`src/rtl/tpmc_pkg.sv`:
```
// ----------------------------------------------------------------------------
// tpmc_pkg
// Types, codes and constants shared by the tachometer / pwm motor control
// block.
// ----------------------------------------------------------------------------
`default_nettype none

package tpmc_pkg;

  localparam int DIVIDEND_W = 22;
  localparam int DIVISOR_W  = 10;
  localparam int DIV_CNT_W  = 5;

  localparam int DutyMax = 255;

  localparam logic [2:0] OP_PULSE  = 3'd0;
  localparam logic [2:0] OP_TICK   = 3'd1;
  localparam logic [2:0] OP_CMD    = 3'd2;
  localparam logic [2:0] OP_BUTTON = 3'd3;
  localparam logic [2:0] OP_ADC    = 3'd4;

  localparam logic [7:0] CMD_TOGGLE = 8'h4F;  // 'O'
  localparam logic [7:0] CMD_CLEAR  = 8'h52;  // 'R'
  localparam logic [7:0] CMD_EXT    = 8'h45;  // 'E'
  localparam logic [7:0] CMD_POT    = 8'h50;  // 'P'
  localparam logic [7:0] CMD_PLUS   = 8'h2B;  // '+'
  localparam logic [7:0] CMD_MINUS  = 8'h2D;  // '-'

  localparam logic [1:0] REG_PULSES_PER_REV   = 2'd0;
  localparam logic [1:0] REG_TICKS_PER_WINDOW = 2'd1;
  localparam logic [1:0] REG_DUTY_STEP        = 2'd2;

  localparam logic [7:0]  RESET_PULSES_PER_REV   = 8'd20;
  localparam logic [3:0]  RESET_TICKS_PER_WINDOW = 4'd4;
  localparam logic [7:0]  RESET_DUTY_STEP        = 8'd10;
  localparam logic [DIVISOR_W-1:0] ADC_FULL      = 10'd1023;

  // adc * 255 / 1023 as adc * scale >> 20, exact over the 10-bit range
  localparam logic [17:0] ADC_DUTY_SCALE = 18'd261376;
  // x / 255 as x * scale >> 23, exact for x up to 25500
  localparam logic [15:0] PCT_SCALE      = 16'd32897;

  typedef struct packed {
    logic [2:0]  op;
    logic [7:0]  command_byte;
    logic        toggle_button;
    logic        clear_button;
    logic [9:0]  adc_sample;
  } in_t;

  typedef struct packed {
    logic [15:0] rpm;
    logic [15:0] revolutions;
    logic [7:0]  duty;
    logic [6:0]  duty_percent;
    logic        motor_on;
    logic        command_mode;
  } out_t;

  typedef enum logic [2:0] {
    S_IDLE,
    S_APPLY,
    S_RPM,
    S_REVS,
    S_HOLD
  } state_t;

  typedef enum logic [1:0] {
    DIV_RPM,
    DIV_REVS
  } div_sel_t;

  typedef struct packed {
    logic     capture;
    logic     apply;
    logic     div_start;
    div_sel_t div_sel;
    logic     latch_rpm;
    logic     latch_revs;
    logic     out_load;
  } ctrl_cmd_t;

  typedef struct packed {
    logic need_rpm;
    logic div_done;
    logic out_free;
  } ctrl_sts_t;

  function automatic logic [6:0] duty_to_percent(input logic [7:0] d);
    logic [14:0] prod;
    logic [30:0] scaled;
    prod   = 15'(d) * 15'd100;
    scaled = 31'(prod) * 31'(PCT_SCALE);
    return scaled[29:23];
  endfunction

endpackage

`default_nettype wire

```
`src/rtl/tpmc_div.sv`:
```
// ----------------------------------------------------------------------------
// tpmc_div
// Restoring radix-2 divider, one quotient bit per cycle, one-cycle done
// pulse when the quotient is ready.
// ----------------------------------------------------------------------------
`default_nettype none

module tpmc_div (
  input  wire logic                                 clk,
  input  wire logic                                 rst_n,
  input  wire logic                                 start,
  input  wire logic [tpmc_pkg::DIVIDEND_W-1:0]      dividend,
  input  wire logic [tpmc_pkg::DIVISOR_W-1:0]       divisor,
  output logic                                      done,
  output logic [tpmc_pkg::DIVIDEND_W-1:0]           quotient
);

  logic                               busy_r;
  logic                               done_r;
  logic [tpmc_pkg::DIV_CNT_W-1:0]     cnt_r;
  logic [tpmc_pkg::DIVIDEND_W-1:0]    quo_r;
  logic [tpmc_pkg::DIVISOR_W-1:0]     rem_r;
  logic [tpmc_pkg::DIVISOR_W-1:0]     dvs_r;

  logic [tpmc_pkg::DIVISOR_W:0]       shifted;
  logic [tpmc_pkg::DIVISOR_W:0]       diff;
  logic                               ge;
  logic [tpmc_pkg::DIVISOR_W-1:0]     rem_nxt;

  always_comb begin
    shifted = {rem_r, quo_r[tpmc_pkg::DIVIDEND_W-1]};
    diff    = shifted - {1'b0, dvs_r};
    ge      = shifted >= {1'b0, dvs_r};
    rem_nxt = ge ? diff[tpmc_pkg::DIVISOR_W-1:0] : shifted[tpmc_pkg::DIVISOR_W-1:0];
  end

  always_ff @(posedge clk) begin
    if (!rst_n) begin
      busy_r <= 1'b0;
      done_r <= 1'b0;
      cnt_r  <= '0;
    end else begin
      done_r <= 1'b0;
      if (start) begin
        busy_r <= 1'b1;
        cnt_r  <= tpmc_pkg::DIV_CNT_W'(tpmc_pkg::DIVIDEND_W - 1);
      end else if (busy_r) begin
        cnt_r <= cnt_r - 1'b1;
        if (cnt_r == '0) begin
          busy_r <= 1'b0;
          done_r <= 1'b1;
        end
      end
    end
  end

  always_ff @(posedge clk) begin
    if (start) begin
      quo_r <= dividend;
      rem_r <= '0;
      dvs_r <= divisor;
    end else if (busy_r) begin
      quo_r <= {quo_r[tpmc_pkg::DIVIDEND_W-2:0], ge};
      rem_r <= rem_nxt;
    end
  end

  assign done     = done_r;
  assign quotient = quo_r;

endmodule

`default_nettype wire

```
`src/rtl/tpmc_datapath.sv`:
```
// ----------------------------------------------------------------------------
// tpmc_datapath
// Configuration and state registers, event update logic, divider operand
// selection and the output register.
// ----------------------------------------------------------------------------
`default_nettype none

module tpmc_datapath (
  input  wire logic                 clk,
  input  wire logic                 rst_n,
  input  wire logic                 cfg_we,
  input  wire logic [1:0]           cfg_addr,
  input  wire logic [7:0]           cfg_wdata,
  input  wire tpmc_pkg::in_t        in_data,
  input  wire logic                 out_stall,
  output logic                      out_valid,
  output tpmc_pkg::out_t            out_data,
  input  wire tpmc_pkg::ctrl_cmd_t  cmd,
  output tpmc_pkg::ctrl_sts_t       sts
);

  logic [7:0]  ppr_r;
  logic [3:0]  tpw_r;
  logic [7:0]  step_r;

  logic [15:0] pulse_r, pulse_nxt;
  logic [15:0] rev_r, rev_nxt;
  logic [3:0]  tick_r, tick_nxt;
  logic [15:0] rpm_r;
  logic [7:0]  duty_r, duty_nxt;
  logic        motor_r, motor_nxt;
  logic        cmode_r, cmode_nxt;
  logic        prev_tog_r, prev_tog_nxt;
  logic [15:0] revs_q_r;

  tpmc_pkg::in_t  in_r;
  logic           out_valid_r;
  tpmc_pkg::out_t out_r;

  logic [3:0]  tick_inc;
  logic [8:0]  duty_sum;
  logic        window_end;
  logic [27:0] adc_scaled;

  logic                             div_start;
  logic [tpmc_pkg::DIVIDEND_W-1:0]  div_dividend;
  logic [tpmc_pkg::DIVISOR_W-1:0]   div_divisor;
  logic [tpmc_pkg::DIVISOR_W-1:0]   ppr_div;
  logic                             div_done;
  logic [tpmc_pkg::DIVIDEND_W-1:0]  div_quo;

  tpmc_div u_div (
    .clk      (clk),
    .rst_n    (rst_n),
    .start    (div_start),
    .dividend (div_dividend),
    .divisor  (div_divisor),
    .done     (div_done),
    .quotient (div_quo)
  );

  // configuration
  always_ff @(posedge clk) begin
    if (!rst_n) begin
      ppr_r  <= tpmc_pkg::RESET_PULSES_PER_REV;
      tpw_r  <= tpmc_pkg::RESET_TICKS_PER_WINDOW;
      step_r <= tpmc_pkg::RESET_DUTY_STEP;
    end else if (cfg_we) begin
      unique case (cfg_addr)
        tpmc_pkg::REG_PULSES_PER_REV:   ppr_r  <= cfg_wdata;
        tpmc_pkg::REG_TICKS_PER_WINDOW: tpw_r  <= cfg_wdata[3:0];
        tpmc_pkg::REG_DUTY_STEP:        step_r <= cfg_wdata;
        default: ;
      endcase
    end
  end

  // event update
  always_comb begin
    tick_inc     = tick_r + 4'd1;
    window_end   = tick_inc >= tpw_r;
    duty_sum     = {1'b0, duty_r} + {1'b0, step_r};
    adc_scaled   = 28'(in_r.adc_sample) * 28'(tpmc_pkg::ADC_DUTY_SCALE);
    pulse_nxt    = pulse_r;
    rev_nxt      = rev_r;
    tick_nxt     = tick_r;
    duty_nxt     = duty_r;
    motor_nxt    = motor_r;
    cmode_nxt    = cmode_r;
    prev_tog_nxt = prev_tog_r;
    if (cmd.apply) begin
      unique case (in_r.op)
        tpmc_pkg::OP_PULSE: begin
          pulse_nxt = (pulse_r == 16'hFFFF) ? pulse_r : pulse_r + 16'd1;
          rev_nxt   = (rev_r == 16'hFFFF) ? rev_r : rev_r + 16'd1;
        end
        tpmc_pkg::OP_TICK: begin
          if (window_end) begin
            tick_nxt  = 4'd0;
            pulse_nxt = 16'd0;
          end else begin
            tick_nxt = tick_inc;
          end
        end
        tpmc_pkg::OP_CMD: begin
          unique case (in_r.command_byte)
            tpmc_pkg::CMD_TOGGLE: motor_nxt = !motor_r;
            tpmc_pkg::CMD_CLEAR:  rev_nxt   = 16'd0;
            tpmc_pkg::CMD_EXT:    cmode_nxt = 1'b1;
            tpmc_pkg::CMD_POT:    cmode_nxt = 1'b0;
            tpmc_pkg::CMD_PLUS: begin
              if (cmode_r) begin
                duty_nxt = duty_sum[8] ? 8'hFF : duty_sum[7:0];
              end
            end
            tpmc_pkg::CMD_MINUS: begin
              if (cmode_r) begin
                duty_nxt = (duty_r >= step_r) ? duty_r - step_r : 8'd0;
              end
            end
            default: ;
          endcase
        end
        tpmc_pkg::OP_BUTTON: begin
          if (in_r.toggle_button && !prev_tog_r) begin
            motor_nxt = !motor_r;
          end
          prev_tog_nxt = in_r.toggle_button;
          if (in_r.clear_button) begin
            rev_nxt = 16'd0;
          end
        end
        tpmc_pkg::OP_ADC: begin
          if (!cmode_r) begin
            duty_nxt = adc_scaled[27:20];
          end
        end
        default: ;
      endcase
    end
  end

  always_ff @(posedge clk) begin
    if (!rst_n) begin
      pulse_r    <= '0;
      rev_r      <= '0;
      tick_r     <= '0;
      rpm_r      <= '0;
      duty_r     <= '0;
      motor_r    <= 1'b0;
      cmode_r    <= 1'b0;
      prev_tog_r <= 1'b0;
    end else begin
      pulse_r    <= pulse_nxt;
      rev_r      <= rev_nxt;
      tick_r     <= tick_nxt;
      duty_r     <= duty_nxt;
      motor_r    <= motor_nxt;
      cmode_r    <= cmode_nxt;
      prev_tog_r <= prev_tog_nxt;
      if (cmd.latch_rpm) begin
        rpm_r <= (div_quo[tpmc_pkg::DIVIDEND_W-1:16] != '0) ? 16'hFFFF : div_quo[15:0];
      end
    end
  end

  // divider operands
  always_comb begin
    ppr_div   = (ppr_r == 8'd0) ? tpmc_pkg::DIVISOR_W'(1) : tpmc_pkg::DIVISOR_W'(ppr_r);
    div_start = cmd.div_start;
    case (cmd.div_sel)
      tpmc_pkg::DIV_RPM: begin
        div_dividend = (tpmc_pkg::DIVIDEND_W'(pulse_r) << 6)
                     - (tpmc_pkg::DIVIDEND_W'(pulse_r) << 2);
        div_divisor  = ppr_div;
      end
      default: begin
        div_dividend = tpmc_pkg::DIVIDEND_W'(rev_nxt);
        div_divisor  = ppr_div;
      end
    endcase
  end

  // input capture, quotient and output register
  always_ff @(posedge clk) begin
    if (cmd.capture) begin
      in_r <= in_data;
    end
    if (cmd.latch_revs) begin
      revs_q_r <= div_quo[15:0];
    end
    if (cmd.out_load) begin
      out_r.rpm          <= rpm_r;
      out_r.revolutions  <= revs_q_r;
      out_r.duty         <= duty_r;
      out_r.duty_percent <= tpmc_pkg::duty_to_percent(duty_r);
      out_r.motor_on     <= motor_r;
      out_r.command_mode <= cmode_r;
    end
  end

  always_ff @(posedge clk) begin
    if (!rst_n) begin
      out_valid_r <= 1'b0;
    end else if (cmd.out_load) begin
      out_valid_r <= 1'b1;
    end else if (!out_stall) begin
      out_valid_r <= 1'b0;
    end
  end

  always_comb begin
    sts.need_rpm = (in_r.op == tpmc_pkg::OP_TICK) && window_end;
    sts.div_done = div_done;
    sts.out_free = !out_valid_r || !out_stall;
  end

  assign out_valid = out_valid_r;
  assign out_data  = out_r;

endmodule

`default_nettype wire

```
`src/rtl/tpmc_ctrl.sv`:
```
// ----------------------------------------------------------------------------
// tpmc_ctrl
// Controller state machine: takes a transaction, applies it, sequences the
// divisions and hands the result to the output register.
// ----------------------------------------------------------------------------
`default_nettype none

module tpmc_ctrl (
  input  wire logic                 clk,
  input  wire logic                 rst_n,
  input  wire logic                 in_valid,
  output logic                      in_stall,
  input  wire tpmc_pkg::ctrl_sts_t  sts,
  output tpmc_pkg::ctrl_cmd_t       cmd
);

  tpmc_pkg::state_t state_r, state_nxt;

  always_ff @(posedge clk) begin
    if (!rst_n) begin
      state_r <= tpmc_pkg::S_IDLE;
    end else begin
      state_r <= state_nxt;
    end
  end

  always_comb begin
    state_nxt = state_r;
    cmd       = '0;
    cmd.div_sel = tpmc_pkg::DIV_REVS;
    in_stall  = 1'b1;
    unique case (state_r)
      tpmc_pkg::S_IDLE: begin
        in_stall = 1'b0;
        if (in_valid) begin
          cmd.capture = 1'b1;
          state_nxt   = tpmc_pkg::S_APPLY;
        end
      end
      tpmc_pkg::S_APPLY: begin
        cmd.apply     = 1'b1;
        cmd.div_start = 1'b1;
        if (sts.need_rpm) begin
          cmd.div_sel = tpmc_pkg::DIV_RPM;
          state_nxt   = tpmc_pkg::S_RPM;
        end else begin
          state_nxt = tpmc_pkg::S_REVS;
        end
      end
      tpmc_pkg::S_RPM: begin
        if (sts.div_done) begin
          cmd.latch_rpm = 1'b1;
          cmd.div_start = 1'b1;
          state_nxt     = tpmc_pkg::S_REVS;
        end
      end
      tpmc_pkg::S_REVS: begin
        if (sts.div_done) begin
          cmd.latch_revs = 1'b1;
          state_nxt      = tpmc_pkg::S_HOLD;
        end
      end
      tpmc_pkg::S_HOLD: begin
        if (sts.out_free) begin
          cmd.out_load = 1'b1;
          state_nxt    = tpmc_pkg::S_IDLE;
        end
      end
      default: state_nxt = tpmc_pkg::S_IDLE;
    endcase
  end

endmodule

`default_nettype wire

```
`src/rtl/tachometer_pwm_motor_control.sv`:
```
// ----------------------------------------------------------------------------
// tachometer_pwm_motor_control
// Pulse / revolution counting, windowed rpm measurement and duty control
// driven by sensor, tick, command, button and adc events.
//
//   channel  ports                          width  direction
//   cfg      cfg_we cfg_addr cfg_wdata      2 / 8  in
//   in       in_valid in_stall in_data      23     in
//   out      out_valid out_stall out_data   49     out
//
// one transaction at a time; when a window closes an rpm division runs
// before the revolution division, each through the shared radix-2
// divider.
// synchronous active-low reset; all counters, duty and flags reset to zero.
// a new transaction is taken while a result waits in the output register;
// out_stall holds only the final hand-off to that register.
// ----------------------------------------------------------------------------
`default_nettype none

module tachometer_pwm_motor_control (
  input  wire logic            clk,
  input  wire logic            rst_n,
  input  wire logic            cfg_we,
  input  wire logic [1:0]      cfg_addr,
  input  wire logic [7:0]      cfg_wdata,
  input  wire logic            in_valid,
  output logic                 in_stall,
  input  wire tpmc_pkg::in_t   in_data,
  output logic                 out_valid,
  input  wire logic            out_stall,
  output tpmc_pkg::out_t       out_data
);

  tpmc_pkg::ctrl_cmd_t cmd;
  tpmc_pkg::ctrl_sts_t sts;

  tpmc_ctrl u_ctrl (
    .clk      (clk),
    .rst_n    (rst_n),
    .in_valid (in_valid),
    .in_stall (in_stall),
    .sts      (sts),
    .cmd      (cmd)
  );

  tpmc_datapath u_datapath (
    .clk       (clk),
    .rst_n     (rst_n),
    .cfg_we    (cfg_we),
    .cfg_addr  (cfg_addr),
    .cfg_wdata (cfg_wdata),
    .in_data   (in_data),
    .out_stall (out_stall),
    .out_valid (out_valid),
    .out_data  (out_data),
    .cmd       (cmd),
    .sts       (sts)
  );

endmodule

`default_nettype wire

```
`config.mk`:
```
export PLATFORM = sky130hd
export DESIGN_NAME = tachometer_pwm_motor_control
export DESIGN_NICKNAME = d
export VERILOG_FILES = /design/src/rtl/tpmc_pkg.sv /design/src/rtl/tpmc_div.sv /design/src/rtl/tpmc_datapath.sv /design/src/rtl/tpmc_ctrl.sv /design/src/rtl/tachometer_pwm_motor_control.sv
export SDC_FILE = /design/constraint.sdc
export NUM_CORES = 1
export LEC_CHECK = 0
export BUFFER_PORTS_ARGS = -buffer_cell sky130_fd_sc_hd__buf_2
export CORE_ASPECT_RATIO = 1.4
export CORE_MARGIN = 1.5
export CORE_UTILIZATION = 44
export CTS_CLUSTER_DIAMETER = 80
export DETAILED_ROUTE_END_ITERATION = 8
export PLACE_DENSITY_LB_ADDON = 0.3
export SLEW_MARGIN = 0
export SYNTH_ARGS = -nofsm -noshare
export SYNTH_HDL_FRONTEND = slang
export SYNTH_SLANG_ARGS = --single-unit
```
`constraint.sdc`:
```
create_clock -name clk -period 6.95 [get_ports clk]
set_input_delay 0.3475 -clock clk [delete_from_list [all_inputs] [get_ports clk]]
set_output_delay 0.3475 -clock clk [all_outputs]
set_load 0.05 [all_outputs]
```
-- Word level (Yosys, flattened, before mapping)
Cells that the tools add are included.
- output and inout bits: 51
- register bits: 224
- logic and storage cells: 162
- bits of input ports: 38
- reduce and logical (&&, ||, !) cells: 31
- $lt $le $gt $ge: 3
- bitwise gates (word level): 2
- multiply operators: 3
- add/sub/neg operators: 8
- equal/unequal tests: 31
- multiplexer cells: 51
- operators by type and width (operator ; number):
    2-to-1 mux 16 bit ; 7
    2-to-1 mux 22 bit ; 3
    case mux 16 bit (3 select lines) ; 1
    2-to-1 mux 8 bit ; 5
    adder 16 x 1 -> 16 bit, second input constant ; 2
    equality test 16 bit, second input constant ; 2
    equality test 8 x 7 -> 1 bit, second input constant ; 4
    case mux 16 bit (2 select lines) ; 1
    case mux 8 bit (2 select lines) ; 2
    multiplier 13 x 16 -> 28 bit, second input constant ; 1
    subtractor 22 x 18 -> 22 bit ; 1
    multiplier 10 x 10 -> 20 bit, second input constant ; 1
    2-to-1 mux 1 bit ; 20
    equality test 8 x 6 -> 1 bit, second input constant ; 2
    case mux 3 bit (5 select lines) ; 1
    multiplier 8 x 5 -> 13 bit, second input constant ; 1
    equality test 3 x 2 -> 1 bit, second input constant ; 4
    2-to-1 mux 3 bit ; 4
    AND reduction 4 bit ; 3
    greater-or-equal comparator 11 x 10 -> 1 bit ; 1
    2-to-1 mux 10 bit ; 1
    2-to-1 mux 5 bit ; 2
    inequality test 2 x 1 -> 1 bit, second input constant ; 5
    inequality test 2 bit, second input constant ; 5
    29 further kinds ; 50

-- Logic depth before layout (Yosys ltp)
Gate-level depths: netlist of run 1.
- depth in word-level cells: 8
- mapped depth: 23
- gate-level depth less buffers: 23

-- Hierarchy
Synthesis of run 1 repeated with hierarchy kept, for this count alone.
- cells, all modules: 1422
- area total of the unflattened synthesis: 14412.6 µm²
- modules (own cells, without submodules) (module ; area each (µm²) ; times used ; sequential area each (µm²) ; cells each):
    tpmc_datapath ; 11686.2 ; 1 ; 4324.1 ; 1185
    tpmc_div ; 2498.6 ; 1 ; 1301.2 ; 208
    tpmc_ctrl ; 227.7 ; 1 ; 60.1 ; 29

-- Least setup slack after synthesis of run 1
OpenSTA, ideal clock, no wires.
- path kind: register to register
- from: register u_datapath.duty_r[2]
- to: register u_datapath.out_r, in the netlist u_datapath.out_data[8] (data pin)
- required time: 6.685 ns
- path buffers: 0
- data arrival time: 5.049 ns
- period minus slack after synthesis: 5.314 ns
- cell stages (with the launch flop): 22
- library setup time: 0.265 ns
- setup slack: 1.636 ns
- cells stage by stage: dfxtp_1 ha_1 ha_1 fa_1 ha_1 nor2b_1 o31a_1 o31a_1 o21a_1 nor2_1 xnor2_1 ha_1 ha_1 ha_1 ha_1 a21o_1 a21oi_1 nor4_1 a21oi_1 o31ai_1 nand3_1 xnor2_1
- longest elaborated chain between the ends: 2
- RTL lines (element ; line ; text):
    from (decl) ; tpmc_datapath.sv:30 ; logic [7:0] duty_r, duty_nxt;
    from (signal assigned) ; tpmc_datapath.sv:157 ; duty_r <= duty_nxt;
    multiplier 8 x 5 -> 13 bit ; tpmc_pkg.sv:92 ; prod = 15'(d) * 15'd100;
    multiplier 13 x 16 -> 28 bit ; tpmc_pkg.sv:93 ; scaled = 31'(prod) * 31'(PCT_SCALE);
    to (decl) ; tpmc_datapath.sv:38 ; tpmc_pkg::out_t out_r;
Every way passes these cells.
A chain may end at the register's enable or synchronous reset.

-- Worst setup path in the final report of run 1
- from: register u_datapath.duty_r[2]
- to: register u_datapath.out_r, in the netlist u_datapath.out_data[6] (data pin)
Same word-level chain as after synthesis.

==> results of run 1 <==
-- power by group through the flow --
stage	Combinational [W]	Clock (W)	Sequential, W
after floorplan	0.00143	0	0.00156
after global placement	0.00177	0	0.00160
after detailed placement	0.00182	0	0.00160
after CTS	0.00184	0.00136	0.00157
after global routing	0.00213	0.00141	0.00158
final	0.00182	0.00133	0.00157
-- registers in the layout, summed over array words and instances, names as in the netlist --
signal,cells
u_datapath.out_data,49
u_datapath.in_r,23
u_datapath.u_div.quotient,22
u_datapath.pulse_r,16
u_datapath.rev_r,16
u_datapath.revs_q_r,16
u_datapath.rpm_r,16
u_datapath.u_div.rem_r,10
u_datapath.duty_r,8
u_datapath.ppr_r,8
u_datapath.step_r,8
u_datapath.u_div.dvs_r,8
u_datapath.u_div.cnt_r,5
u_datapath.tick_r,4
u_datapath.tpw_r,4
u_ctrl.state_r,3
u_datapath.cmode_r,1
u_datapath.motor_r,1
u_datapath.out_valid,1
u_datapath.prev_tog_r,1
u_datapath.u_div.busy_r,1
u_datapath.u_div.done,1
-- cell families after synthesis --
kind of cell / Yosys count
XOR/XNOR: 73
flip-flops: 222
adder cells (fa/ha/maj): 213
AND/OR/NAND/NOR: 376
buffers and inverters: 201
AO/OA/AOI/OAI: 295
multiplexers: 22
-- cells in the final DEF (no fill, tap or decap), types with 22 or more instances in the layout --
master                        n
sky130_fd_sc_hd__inv_1      152
sky130_fd_sc_hd__fa_1        50
sky130_fd_sc_hd__o21ai_0     74
sky130_fd_sc_hd__nand3_1     39
sky130_fd_sc_hd__clkbuf_16   23
sky130_fd_sc_hd__xnor2_1     52
sky130_fd_sc_hd__mux2i_1     22
sky130_fd_sc_hd__a21o_1      22
sky130_fd_sc_hd__nand2_1     71
sky130_fd_sc_hd__nor2_1     131
sky130_fd_sc_hd__nor3_1      22
sky130_fd_sc_hd__buf_2       88
sky130_fd_sc_hd__dfxtp_1    104
sky130_fd_sc_hd__edfxtp_1   118
sky130_fd_sc_hd__a21oi_1     69
sky130_fd_sc_hd__ha_1       163
-- stage by stage --
stage	cells	cell area (um2)	worst slack, ns	hold WS, ns
after floorplan	1402	14100	1.64	0.400
after global placement	1848	14900	1.24	0.405
after detailed placement	1848	14900	1.14	0.405
after CTS	1905	15900	1.11	0.00480
after global routing	1905	15900	0.759	0.0129
final	1905	15900	1.14	0.0219
-- cells in the mapped netlist, types with 4 or more instances --
master	count
sky130_fd_sc_hd__ha_1	163
sky130_fd_sc_hd__inv_1	152
sky130_fd_sc_hd__nor2_1	132
sky130_fd_sc_hd__edfxtp_1	118
sky130_fd_sc_hd__dfxtp_1	104
sky130_fd_sc_hd__o21ai_0	75
sky130_fd_sc_hd__nand2_1	71
sky130_fd_sc_hd__a21oi_1	70
sky130_fd_sc_hd__xnor2_1	52
sky130_fd_sc_hd__fa_1	50
sky130_fd_sc_hd__nand3_1	39
sky130_fd_sc_hd__clkbuf_1	34
sky130_fd_sc_hd__nor3_1	23
sky130_fd_sc_hd__a21o_1	22
sky130_fd_sc_hd__mux2i_1	22
sky130_fd_sc_hd__xor2_1	21
sky130_fd_sc_hd__a211oi_1	15
sky130_fd_sc_hd__a31oi_1	15
sky130_fd_sc_hd__nor4_1	15
sky130_fd_sc_hd__nand2b_1	13
sky130_fd_sc_hd__nand4_1	12
sky130_fd_sc_hd__a22oi_1	11
sky130_fd_sc_hd__buf_2	11
sky130_fd_sc_hd__o22ai_1	11
sky130_fd_sc_hd__and3_1	10
sky130_fd_sc_hd__nor2b_1	8
sky130_fd_sc_hd__o31ai_1	8
sky130_fd_sc_hd__o21a_1	7
sky130_fd_sc_hd__o31a_1	7
sky130_fd_sc_hd__or2_2	7
sky130_fd_sc_hd__or3_1	7
sky130_fd_sc_hd__a221o_1	6
sky130_fd_sc_hd__and2_1	6
sky130_fd_sc_hd__o221ai_1	6
sky130_fd_sc_hd__nand3b_1	5
sky130_fd_sc_hd__a21boi_0	4
sky130_fd_sc_hd__and4_1	4
sky130_fd_sc_hd__nor3b_1	4
sky130_fd_sc_hd__nor4b_1	4
sky130_fd_sc_hd__o211ai_1	4
-- per-layer routing --
layer	global-route usage [%]	vias up	wire length [um]	part of all wire, %
met4	6.89	0	1050	3.3
met1	23.6	5046	13600	43
met2	35.7	214	16000	50
met5	0	-	0	0
li1	-	5173	-	-
met3	2.48	64	1230	3.9
-- timing repair --
item | 4_1_cts | 5_1_grt
setup buffers | 0 | 0
hold buffers | 15 | 0
endpoints found under the setup margin | 0 | 0
hold endpoints to repair | 15 | 0
-- final cells by class --
class / count / area [um2]
Clock inverter: 17 / 228
Inverter: 152 / 571
Fill cell: 2837 / 15700
Multi-Input combinational cell: 979 / 7710
Timing Repair Buffer: 115 / 681
Tap cell: 395 / 494
Clock buffer: 25 / 583
Sequential cell: 222 / 5630
-- critical path: cells and delay by family, from the launching register on --
kind / cells / cell delay [ns]
adder cells (fa/ha/maj): 8 / 2.41
AO/OA/AOI/OAI: 7 / 1.54
AND/OR/NAND/NOR: 4 / 0.79
flip-flops: 1 / 0.50
XOR/XNOR: 2 / 0.29
-- final timing paths --
| kind | endpoint | slack, ns | cells past startpoint |
|---|---|---|---|
| min | u_datapath.in_r[13] | 0.02 | 1 |
| max | u_datapath.out_data[6] | 1.14 | 21 |
| max reg2reg | u_datapath.out_data[6] | 1.14 | 21 |
| min reg2reg | u_datapath.out_data[24] | 0.42 | 0 |
==> PnR_summary.wiki, run 1 <==
{| class="wikitable"
! Metric !! Value
|-
| Launch point of the worst reg-to-reg path || u_datapath.duty_r[2]
|-
| Share of synthesized area spent on multiplexers || 1.56%
|-
| Via count normalized by instance count || 5.51
|-
| Predominant post-synthesis flop cell || sky130_fd_sc_hd__edfxtp_1
|-
| Final period utilization || 83.5%
|-
| Pin slew with the least headroom to its limit || 1.16 ns
|-
| Sequential-to-total area share from yosys stat || 39.9%
|-
| Critical Path Max Stage Delay || 0.53 ns
|-
| Run status || completed
|-
| Pwr/cell area || 297 nW/um2
|-
| Worst-case vdd ir drop || 0.000257 V
|-
| Worst-path maximum fanout || 8
|-
| Number of top-level design ports || 89
|-
| Complex-gate fraction of the synthesized area || 13.7%
|-
| Area share of xor/xnor cells in the synthesized design || 4.54%
|-
| GRT Residual Overflow || 0
|-
| CTS Root Cell || sky130_fd_sc_hd__clkbuf_16
|-
| Maximum achievable frequency || 0.172 GHz
|-
| Final critical-path required period || 5.81 ns
|-
| Total negative slack || 0 ns
|-
| Fraction of power consumed by the clock network || 28.1%
|-
| Clock Latency Late Sink || 0.53 ns
|-
| Critical path launch point type || flop
|-
| H-tree depth reported by CTS || 1
|-
| Antenna violations before repair || 0
|-
| Element type at the critical path end || flop
|-
| Total Routing Usage GR || 19.6%
|-
| Core area || 31600 um2
|-
| Most used cell along the critical path || sky130_fd_sc_hd__ha_1
|-
| Average detailed-routed wire length per instance || 16.7 um
|-
| Setup repair after global routing missed its margin || no
|-
| Global-route wire length before repair || 52700 um
|-
| Area contributors post-synth || sky130_fd_sc_hd__edfxtp_1 (25%), sky130_fd_sc_hd__dfxtp_1 (15%), sky130_fd_sc_hd__ha_1 (14%)
|-
| Leak || 6.92 nW
|-
| Synthesized netlist net count || 1653
|-
| Max-slew violation count || 0
|-
| Net switching power figure || 0.00166 W
|-
| Clock sink count || 222
|-
| Post-CTS clock slew at the launch and capture registers of the worst setup and hold paths || 0.06 ns
|-
| Number of inserted diodes || 0
|-
| Maximum Capacitance Violations || 0
|-
| Number of antenna-violating nets in the routed design || 0
|-
| Share of async-settable or async-resettable flops after synthesis || 0%
|-
| Number of placement rows || 77
|-
| Final Hold Vio Count || 0
|-
| Slowest cell on the critical path || sky130_fd_sc_hd__o31ai_1
|-
| Worst hold start || in_data[13]
|-
| EDFF count, synth || 118
|-
| Type of the worst setup path || flop to flop
|-
| Total detailed-routing wirelength || 31800 um
|-
| Syn_area_per_cell || 10.1 um2
|-
| Most area-hungry cell type in the Yosys netlist || sky130_fd_sc_hd__edfxtp_1
|-
| Worst-case headroom to the max-slew limit || 22.1%
|-
| Synthesized-area fraction occupied by adder cells || 21.6%
|-
| Share of the core filled with cells in the final layout || 50.3%
|-
| # setup viols final || 0
|-
| Count of different cell masters after synthesis || 77
|-
| Number of buffers inserted during clock tree synthesis || 23
|-
| Worst setup path startpoint || u_datapath.duty_r[2]
|-
| Maximum number of pins on one net before global-route repair || 50
|-
| Final layout net count || 1744
|-
| Final worst clock skew || 0.0131 ns
|-
| Number of buffers added on ports || 88
|-
| Worst endpoint required time || 7.20 ns
|-
| Area of the mapped netlist || 14100 um2
|-
| Final routed DRC violation total || 0
|-
| Data arrival time of the worst path || 6.05 ns
|-
| Placed wire-length estimate || 24000 um
|-
| Via count of the first global-routing pass || 10500
|-
| Internal power || 0.00306 W
|-
| Net switching fraction of the power || 35.2%
|-
| Area fraction in and, or, nand and nor cells after synthesis || 13.2%
|-
| Violation count after the first detailed-routing iteration || 597
|-
| Horizontal die dimension || 154 um
|-
| Classification of the worst-slack hold path || input port to flop
|-
| Main combinational cell family by area after synthesis || adder cells
|-
| Die Outline Area || 33100 um2
|-
| Initial core utilization || 44.6%
|-
| Post-synthesis to final-layout area growth || 12.7%
|-
| Placer congestion estimate || 0.876
|-
| Die height || 215 um
|-
| Synthesis Warnings || 0
|-
| Count of instances resized after the clock tree is built || 0
|-
| Final Total Pwr || 0.00472 W
|-
| CTS tree || built
|-
| Critical-path cell list || ha_1 > ha_1 > fa_1 > ha_1 > nor2b_1 > o31a_1 > o31a_1 > o21a_1 > nor2_1 > xnor2_1 > ha_1 > ha_1 > ha_1 > ha_1 > a21o_1 > a21oi_1 > nor4_1 > a21oi_1 > o31ai_1 > and3_1 > xor2_1
|-
| Sequential group share of total power || 33.3%
|-
| Combinational fraction of design power || 38.6%
|-
| Instance count of the mapped netlist || 1402
|-
| Fraction of synthesized cell area taken by the top area cell type || 25.1%
|-
| Number of register bits inferred by synthesis || 222
|-
| Number of iterations in the first detailed-routing pass || 5
|-
| Detailed-route via count || 10500
|-
| Maximum buffer depth of the clock tree || 3
|-
| Share of cells above drive strength 1 || 10.7%
|}
Power figures use the tool's default switching activity.
==> inputs of run 2 (changes only) <==
Settings changed: ABC_AREA set to 1.
Clock period 6.95 ns to 5 ns, I/O delays scaled along.
==> run 2 against run 1 <==
Effect of this change:
- clock skew grew 0.023 ns
- cell area increased by 9.9%
- utilization increased by 0.89 points
- critical path depth down 1
- first-iteration DRC count up 14%
- routed wire length up 28%
- synthesized area increased by 8.3%
- maximum frequency up 23%
- die area up 8.2%
- clock power rose by 36%
==> PnR_summary.wiki, run 2 <==
{| class="wikitable"
! Metric !! Value
|-
| Worst hold path cell count || 3 (+2)
|-
| Maximum Capacitance Violations || 0 (unchanged)
|-
| Number of iterations in the first detailed-routing pass || 5 (unchanged)
|-
| Leak || 8.39 nW (+21%)
|-
| Destination of the worst hold path || u_datapath.step_r[3]
|-
| Top library cells by usage in the layout, fill and taps aside || sky130_fd_sc_hd__nand2_1 (372), sky130_fd_sc_hd__inv_1 (293), sky130_fd_sc_hd__nor2_1 (162)
|-
| Worst hold start || cfg_wdata[3]
|-
| Final layout net count || 2245 (+29%)
|-
| Total detailed-routing wirelength || 40600 um (+28%)
|-
| Worst-case vdd ir drop || 0.000576 V (+120%)
|-
| Net switching fraction of the power || 44.1% (+8.9 points)
|-
| CTS Root Cell || sky130_fd_sc_hd__clkbuf_16
|-
| Horizontal die dimension || 160 um (+4.0%)
|-
| Layout Cell Area excl Fill || 17500 um2 (+9.9%)
|-
| Max reg flops || 49 (unchanged)
|-
| Final period utilization || 94.4% (+11 points)
|-
| Post-synthesis to final-layout area growth || 14.4%
|-
| Clock sink count || 222 (unchanged)
|-
| Element type at the critical path end || flop
|-
| Initial core utilization || 44.7% (+0.13 points)
|-
| Pwr/cell area || 497 nW/um2 (+67%)
|-
| Number of inserted diodes || 0 (unchanged)
|-
| Placed wire-length estimate || 31500 um (+31%)
|-
| Maximum achievable frequency || 0.212 GHz (+23%)
|-
| Multi-input combinational cell area || 8410 um2 (+9.1%)
|-
| Type of the worst setup path || flop to flop
|-
| Number of top-level design ports || 89 (unchanged)
|-
| Leading cell type in the layout, fill and taps excluded || sky130_fd_sc_hd__nand2_1
|-
| H-tree depth reported by CTS || 1 (unchanged)
|-
| Instance count of the mapped netlist || 1863 (+33%)
|-
| Post-CTS clock slew at the launch and capture registers of the worst setup and hold paths || 0.06 ns (about the same)
|-
| EDFF count, synth || 118 (unchanged)
|-
| Via count normalized by instance count || 5.22 (-5.3%)
|-
| Worst-path maximum fanout || 6 (-2)
|-
| Number of antenna-violating nets in the routed design || 0 (unchanged)
|-
| Launch point of the worst reg-to-reg path || u_datapath.in_r[2]
|-
| Average detailed-routed wire length per instance || 16.5 um (-1.3%)
|-
| Fraction of power consumed by the clock network || 20.9% (-7.2 points)
|-
| Most frequently used cell type in the post-synthesis netlist || sky130_fd_sc_hd__nand2_1
|-
| Predominant post-synthesis flop cell || sky130_fd_sc_hd__edfxtp_1
|-
| Maximum buffer depth of the clock tree || 3 (unchanged)
|-
| Clock Latency Late Sink || 0.56 ns (+0.03 ns)
|-
| Classification of the worst-slack hold path || input port to flop
|-
| Synthesized netlist net count || 2114 (+28%)
|-
| GRT Residual Overflow || 0 (unchanged)
|-
| Final routed DRC violation total || 0 (unchanged)
|-
| Antenna violations before repair || 0 (unchanged)
|-
| Maximum number of pins on one net before global-route repair || 49 (-2.0%)
|-
| Synthesis Warnings || 0 (unchanged)
|-
| Setup repair after global routing missed its margin || yes
|-
| Depth of the worst register-to-register path || 20 (-4.8%)
|-
| Number of buffers inserted during clock tree synthesis || 25 (+8.7%)
|-
| Data arrival time of the worst path || 5.15 ns (-0.90 ns)
|-
| Combinational fraction of design power || 53.2% (+15 points)
|-
| Sequential group share of total power || 25.9% (-7.4 points)
|-
| Detailed-route via count || 12900 (+22%)
|-
| Area contributors post-synth || sky130_fd_sc_hd__edfxtp_1 (23%), sky130_fd_sc_hd__dfxtp_1 (14%), sky130_fd_sc_hd__ha_1 (13%)
|-
| Number of placement rows || 80 (+3.9%)
|-
| Die Outline Area || 35800 um2 (+8.2%)
|-
| Critical path launch point type || flop
|-
| Worst setup path startpoint || u_datapath.in_r[2]
|-
| FILL cells || 3243 (+14%)
|-
| Area of the mapped netlist || 15300 um2 (+8.3%)
|-
| Count of different cell masters after synthesis || 60 (-22%)
|-
| # setup viols final || 0 (unchanged)
|-
| Placement-stage cell area || 16300 um2 (+9.0%)
|-
| Top cell types by occurrence after synthesis || sky130_fd_sc_hd__nand2_1 (375), sky130_fd_sc_hd__inv_1 (295), sky130_fd_sc_hd__ha_1 (163), sky130_fd_sc_hd__nor2_1 (163), sky130_fd_sc_hd__edfxtp_1 (118)
|-
| Share of async-settable or async-resettable flops after synthesis || 0% (unchanged)
|-
| Core area || 34100 um2 (+8.0%)
|-
| Most area-hungry cell type in the Yosys netlist || sky130_fd_sc_hd__edfxtp_1
|-
| Violation count after the first detailed-routing iteration || 679 (+14%)
|-
| CTS tree || built
|-
| Die height || 223 um (+4.0%)
|-
| Worst endpoint required time || 5.43 ns (-1.77 ns)
|-
| Number of buffers added on ports || 88 (unchanged)
|-
| Share of cells above drive strength 1 || 9.84% (-0.83 points)
|-
| Fraction of synthesized cell area taken by the top area cell type || 23.2% (-1.9 points)
|-
| Via count of the first global-routing pass || 13200 (+25%)
|-
| Syn_area_per_cell || 8.20 um2 (-18%)
|-
| Internal power || 0.00486 W (+59%)
|-
| Final worst clock skew || 0.0359 ns (+0.0228 ns)
|-
| Placer congestion estimate || 0.945 (+7.8%)
|-
| Final critical-path required period || 4.72 ns (-1.09 ns)
|-
| Max-slew violation count || 0 (unchanged)
|-
| Run status || completed
|-
| Total Routing Usage GR || 23.1% (+3.5 points)
|-
| Pin slew with the least headroom to its limit || 1.16 ns (-0.00612 ns)
|-
| Sequential-to-total area share from yosys stat || 36.8% (-3.1 points)
|-
| Worst-case headroom to the max-slew limit || 22.9% (+0.79 points)
|-
| Global-route wire length before repair || 65500 um (+24%)
|-
| Area taken by flip-flops and latches || 5630 um2 (unchanged)
|-
| Flop-to-flop setup slack || 0.28 ns (-0.86 ns)
|-
| Net switching power figure || 0.00382 W (+130%)
|-
| Final Hold Vio Count || 0 (unchanged)
|-
| Total negative slack || 0 ns (unchanged)
|-
| Destination of the worst register-to-register timing path || u_datapath.duty_r[2]
|-
| Number of register bits inferred by synthesis || 222 (unchanged)
|}
[run 2: cell types whose count changed in the layout (fill, tap and decap cells not counted), sizes merged, moves of 13 or more]
cell	change
nor2	+37
xor2	+13
mux2i	-22
xnor2	-45
nand3	+72
nand2	+306
inv	+152
a21o	-17
nand4	+24
o21ai	+26
buf	+16
a21oi	+45
[run 2: metal layers]
layer | global-route usage (%) | share of wire (%) | up-vias
met5 | 0 | 0 | -
met4 | 14.0 | 6.3 | 0
met3 | 2.31 | 3.3 | 121
met2 | 44.6 | 53 | 268
met1 | 23.6 | 37 | 6029
li1 | - | - | 6435
[run 2: how the worst max path moves through the flow]
stage | end | slack (ns) | cells past startpoint
after floorplan | u_datapath.duty_r[4] | 0.54 | 19
after global placement | u_datapath.out_data[7] | 0.26 | 26
after detailed placement | u_datapath.out_data[3] | 0.22 | 22
after CTS | u_datapath.out_data[3] | 0.19 | 22
after global routing | u_datapath.duty_r[7] | -0.004 | 21
final | u_datapath.duty_r[2] | 0.28 | 20
[run 2: power by group through the flow]
stage	Combinational [W]	Sequential [W]	Clock, W
after global routing	0.00547	0.00227	0.00192
after floorplan	0.00352	0.00224	0
after global placement	0.00452	0.00228	0
after detailed placement	0.00456	0.00229	0
after CTS	0.00462	0.00225	0.00185
final	0.00462	0.00225	0.00181
[run 2: logic make-up after synthesis]
kind of cell             after synthesis  share of synthesized area (%)
adder cells (fa/ha/maj)              213                           19.9
AND/OR/NAND/NOR                      755                           21.4
flip-flops                           222                           36.8
AO/OA/AOI/OAI                        288                           10.8
buffers and inverters                344                           8.77
XOR/XNOR                              41                           2.35
[run 2: final cells by class]
type	count	area share, %
well taps	451	3.23
repair buffers	143	5.27
clock buffers	33	4.05
flip-flops and latches	222	32.2
clock inverters	13	0.537
multi-input cells	1297	48.1
inverters	305	6.56
[run 2: worst max-delay path, cell delays in order (launching register included)]
cell                       delay (ns)
sky130_fd_sc_hd__edfxtp_1        0.48
sky130_fd_sc_hd__fa_1            0.55
sky130_fd_sc_hd__inv_1           0.06
sky130_fd_sc_hd__fa_1            0.47
sky130_fd_sc_hd__inv_1           0.06
sky130_fd_sc_hd__fa_1            0.55
sky130_fd_sc_hd__inv_1           0.06
sky130_fd_sc_hd__fa_1            0.50
sky130_fd_sc_hd__fa_1            0.52
sky130_fd_sc_hd__inv_1           0.04
sky130_fd_sc_hd__ha_1            0.30
sky130_fd_sc_hd__nand2_1         0.07
sky130_fd_sc_hd__nor3_1          0.14
sky130_fd_sc_hd__nand2_1         0.09
sky130_fd_sc_hd__nand2_1         0.10
sky130_fd_sc_hd__nand2_1         0.08
sky130_fd_sc_hd__nand2_1         0.08
sky130_fd_sc_hd__nand2_1         0.06
sky130_fd_sc_hd__nand3_1         0.08
sky130_fd_sc_hd__nand2_1         0.06
sky130_fd_sc_hd__a21oi_1         0.24
[run 2: metrics by stage]
step | cells | worst slack [ns] | power (W) | hold slack (ns) | utilization [%]
after floorplan | 1863 | 0.541 | 0.00577 | 0.349 | -
after global placement | 2384 | 0.257 | 0.00681 | 0.405 | 47.7
after detailed placement | 2384 | 0.224 | 0.00685 | 0.405 | 47.7
after CTS | 2457 | 0.189 | 0.00872 | 0.00364 | 50.8
after global routing | 2464 | -0.00413 | 0.00966 | 0.0221 | 51.2
final | 2464 | 0.282 | 0.00868 | 0.0185 | 51.2
[run 2: what timing repair did]
item	CTS	global route
hold endpoints to repair	27	0
hold buffers	27	0
gates resized for setup	0	16
setup endpoints to repair	0	10
setup buffers	0	7
==> inputs of run 3 (changes only) <==
Settings changed: CORE_UTILIZATION 44 to 56.
==> run 3 against run 2 <==
Effect of this change:
- die area fell by 21%
- clock skew is 0.019 ns lower
- maximum frequency decreased by 1.7%
- sequential share of layout area increased by 0.33 points
- critical endpoint is now u_datapath.out_data[7]
==> PnR_summary.wiki, run 3 (synthesis gave the netlist of run 2 again) <==
{| class="wikitable"
! Metric !! Value
|-
| Run status || completed
|-
| Slowest cell on the critical path || sky130_fd_sc_hd__dfxtp_1
|-
| Total negative slack || 0 ns (unchanged)
|-
| Final worst clock skew || 0.0173 ns (-0.0186 ns)
|-
| Max reg flops || 49 (unchanged)
|-
| # setup viols final || 0 (unchanged)
|-
| Final Hold Vio Count || 0 (unchanged)
|-
| Type of the worst setup path || flop to flop
|-
| Final Total Pwr || 0.00872 W (+0.51%)
|-
| Destination of the worst register-to-register timing path || u_datapath.out_data[7]
|-
| Critical path launch point type || flop
|-
| Setup repair after global routing missed its margin || yes
|-
| H-tree depth reported by CTS || 1 (unchanged)
|-
| Final period utilization || 96.0% (+1.6 points)
|-
| Classification of the worst-slack hold path || input port to flop
|-
| Worst-case vdd ir drop || 0.000527 V (-8.4%)
|-
| Final layout net count || 2244 (-0.045%)
|-
| Number of iterations in the first detailed-routing pass || 5 (unchanged)
|-
| Destination of the worst hold path || u_datapath.step_r[1]
|-
| Number of antenna-violating nets in the routed design || 0 (unchanged)
|-
| Leak || 8.37 nW (-0.24%)
|-
| Multi-input combinational cell area || 8360 um2 (-0.59%)
|-
| Maximum Capacitance Violations || 0 (unchanged)
|-
| Critical Path Max Stage Delay || 0.52 ns (-0.03 ns)
|-
| Data arrival time of the worst path || 5.08 ns (-0.07 ns)
|-
| Die height || 198 um (-11%)
|-
| Number of placement rows || 71 (-11%)
|-
| Number of buffers inserted during clock tree synthesis || 23 (-8.0%)
|-
| Post-synthesis to final-layout area growth || 13.3%
|-
| Pin slew with the least headroom to its limit || 1.20 ns (+0.0440 ns)
|-
| Clock Latency Late Sink || 0.53 ns (-0.03 ns)
|-
| Maximum number of pins on one net before global-route repair || 49 (unchanged)
|-
| Share of the core filled with cells in the final layout || 64.5% (+13 points)
|-
| Layout Cell Area excl Fill || 17300 um2 (-0.98%)
|-
| Number of inserted diodes || 0 (unchanged)
|-
| Placed wire-length estimate || 31400 um (-0.18%)
|-
| Via count of the first global-routing pass || 13500 (+2.2%)
|-
| Worst-path maximum fanout || 5 (-1)
|-
| Area taken by flip-flops and latches || 5630 um2 (about the same)
|-
| Max-slew violation count || 0 (unchanged)
|-
| Post-CTS clock slew at the launch and capture registers of the worst setup and hold paths || 0.06 ns (about the same)
|-
| Worst hold start || cfg_wdata[1]
|-
| Depth of the worst register-to-register path || 21 (+5.0%)
|-
| Initial core utilization || 56.9% (+12 points)
|-
| Flop-to-flop setup slack || 0.20 ns (-0.08 ns)
|-
| Detailed-route via count || 13100 (+1.9%)
|-
| Critical-path cell list || ha_1 > ha_1 > ha_1 > ha_1 > a21oi_1 > nand3b_1 > nand3_1 > xnor2_1 > inv_1 > ha_1 > ha_1 > ha_1 > nand2_2 > nor4_2 > nand3_1 > nand2_1 > nand2_1 > nand2_1 > nand2_1 > nand2_1 > nand2_1
|-
| Leading cell type in the layout, fill and taps excluded || sky130_fd_sc_hd__nand2_1
|-
| Total detailed-routing wirelength || 40700 um (+0.38%)
|-
| Top library cells by usage in the layout, fill and taps aside || sky130_fd_sc_hd__nand2_1 (374), sky130_fd_sc_hd__inv_1 (295), sky130_fd_sc_hd__nor2_1 (162), sky130_fd_sc_hd__ha_1 (162), sky130_fd_sc_hd__edfxtp_1 (118)
|-
| Placer congestion estimate || 0.931 (-1.5%)
|-
| Share of cells above drive strength 1 || 9.55% (-0.28 points)
|-
| Die Outline Area || 28300 um2 (-21%)
|-
| Total Routing Usage GR || 30.1% (+7.0 points)
|-
| Worst-case headroom to the max-slew limit || 20.0% (-2.9 points)
|-
| Number of buffers added on ports || 88 (unchanged)
|-
| Horizontal die dimension || 143 um (-11%)
|-
| Violation count after the first detailed-routing iteration || 756 (+11%)
|-
| Worst hold path cell count || 3 (unchanged)
|-
| Placement-stage cell area || 16200 um2 (-0.70%)
|-
| Pwr/cell area || 504 nW/um2 (+1.5%)
|-
| Via count normalized by instance count || 5.51 (+5.7%)
|-
| Most used cell along the critical path || sky130_fd_sc_hd__ha_1
|-
| Final critical-path required period || 4.80 ns (+0.0802 ns)
|-
| Launch point of the worst reg-to-reg path || u_datapath.duty_r[5]
|-
| Average detailed-routed wire length per instance || 17.2 um (+4.1%)
|-
| Setup WS post-layout || 0.202 ns (-0.0802 ns)
|-
| Maximum buffer depth of the clock tree || 3 (unchanged)
|-
| Maximum achievable frequency || 0.208 GHz (-1.7%)
|-
| Post-placement setup slack || 0.193 ns (-0.0303 ns)
|-
| Global-route wire length before repair || 66200 um (+1.1%)
|-
| Clock sink count || 222 (unchanged)
|-
| Element type at the critical path end || flop
|-
| CTS Root Cell || sky130_fd_sc_hd__clkbuf_16
|-
| FILL cells || 2336 (-28%)
|-
| Core area || 26800 um2 (-21%)
|-
| GRT Residual Overflow || 0 (unchanged)
|-
| Worst endpoint required time || 5.28 ns (-0.15 ns)
|-
| Number of top-level design ports || 89 (unchanged)
|-
| CTS tree || built
|-
| Final routed DRC violation total || 0 (unchanged)
|-
| Antenna violations before repair || 0 (unchanged)
|}
## run 3: cell type report
cell class,count,share of cell area (%)
tap,365,2.64
clock inverter,9,0.521
multi-input combinational,1297,48.3
inverter,305,6.63
clock buffer,33,3.96
timing repair buffer,144,5.40
sequential,222,32.5
## run 3: worst max path at each step
stage | from | end | slack [ns] | depth (start not counted)
floorplan | u_datapath.in_r[3] | u_datapath.duty_r[4] | 0.54 | 19
global placement | u_datapath.in_r[0] | u_datapath.duty_r[3] | 0.25 | 19
detailed placement | u_datapath.in_r[0] | u_datapath.duty_r[3] | 0.19 | 19
CTS | u_datapath.in_r[0] | u_datapath.duty_r[3] | 0.13 | 19
global route | u_datapath.duty_r[5] | u_datapath.out_data[7] | -0.08 | 21
finish | u_datapath.duty_r[5] | u_datapath.out_data[7] | 0.20 | 21
## run 3: power by group
part | internal, W | switching [W] | leakage (nW) | total [W]
Sequential | 0.00212 | 0.000130 | 1.97 | 0.00225
Clock | 0.00102 | 0.000765 | 0.377 | 0.00178
Combinational | 0.00174 | 0.00295 | 6.03 | 0.00469
Total | 0.00488 | 0.00384 | 8.37 | 0.00872
## run 3: routing by layer
| layer | wire length [um] | GRT usage [%] | up-vias |
|---|---|---|---|
| li1 | - | - | 6436 |
| met1 | 14600 | 30.0 | 6193 |
| met3 | 1510 | 3.39 | 127 |
| met2 | 22000 | 58.5 | 335 |
| met5 | 0 | 0 | - |
| met4 | 2650 | 18.4 | 0 |
## run 3: per-stage QoR
| stage | std cells | hold WS, ns |
|---|---|---|
| global route | 2375 | 0.00294 |
| finish | 2375 | 0.00804 |
| CTS | 2369 | 0.00323 |
| floorplan | 1863 | 0.349 |
| global placement | 2298 | 0.404 |
| detailed placement | 2298 | 0.407 |
## run 3: worst max-delay path, delay by kind of cell, from the launching register on
family	cells	cell delay (ns)
xor gates and xnor gates	1	0.20
adders and majority gates	7	2.19
DFF	1	0.52
and+or+nand+nor	11	1.26
buffers and inverters	1	0.11
AOI/OAI and AO/OA	1	0.26
## run 3: timing repair
action | CTS | global route
hold buffers | 29 | 0
hold endpoints to repair | 30 | 0
gates resized for setup | 0 | 9
setup buffers | 0 | 6
endpoints found under the setup margin | 0 | 10
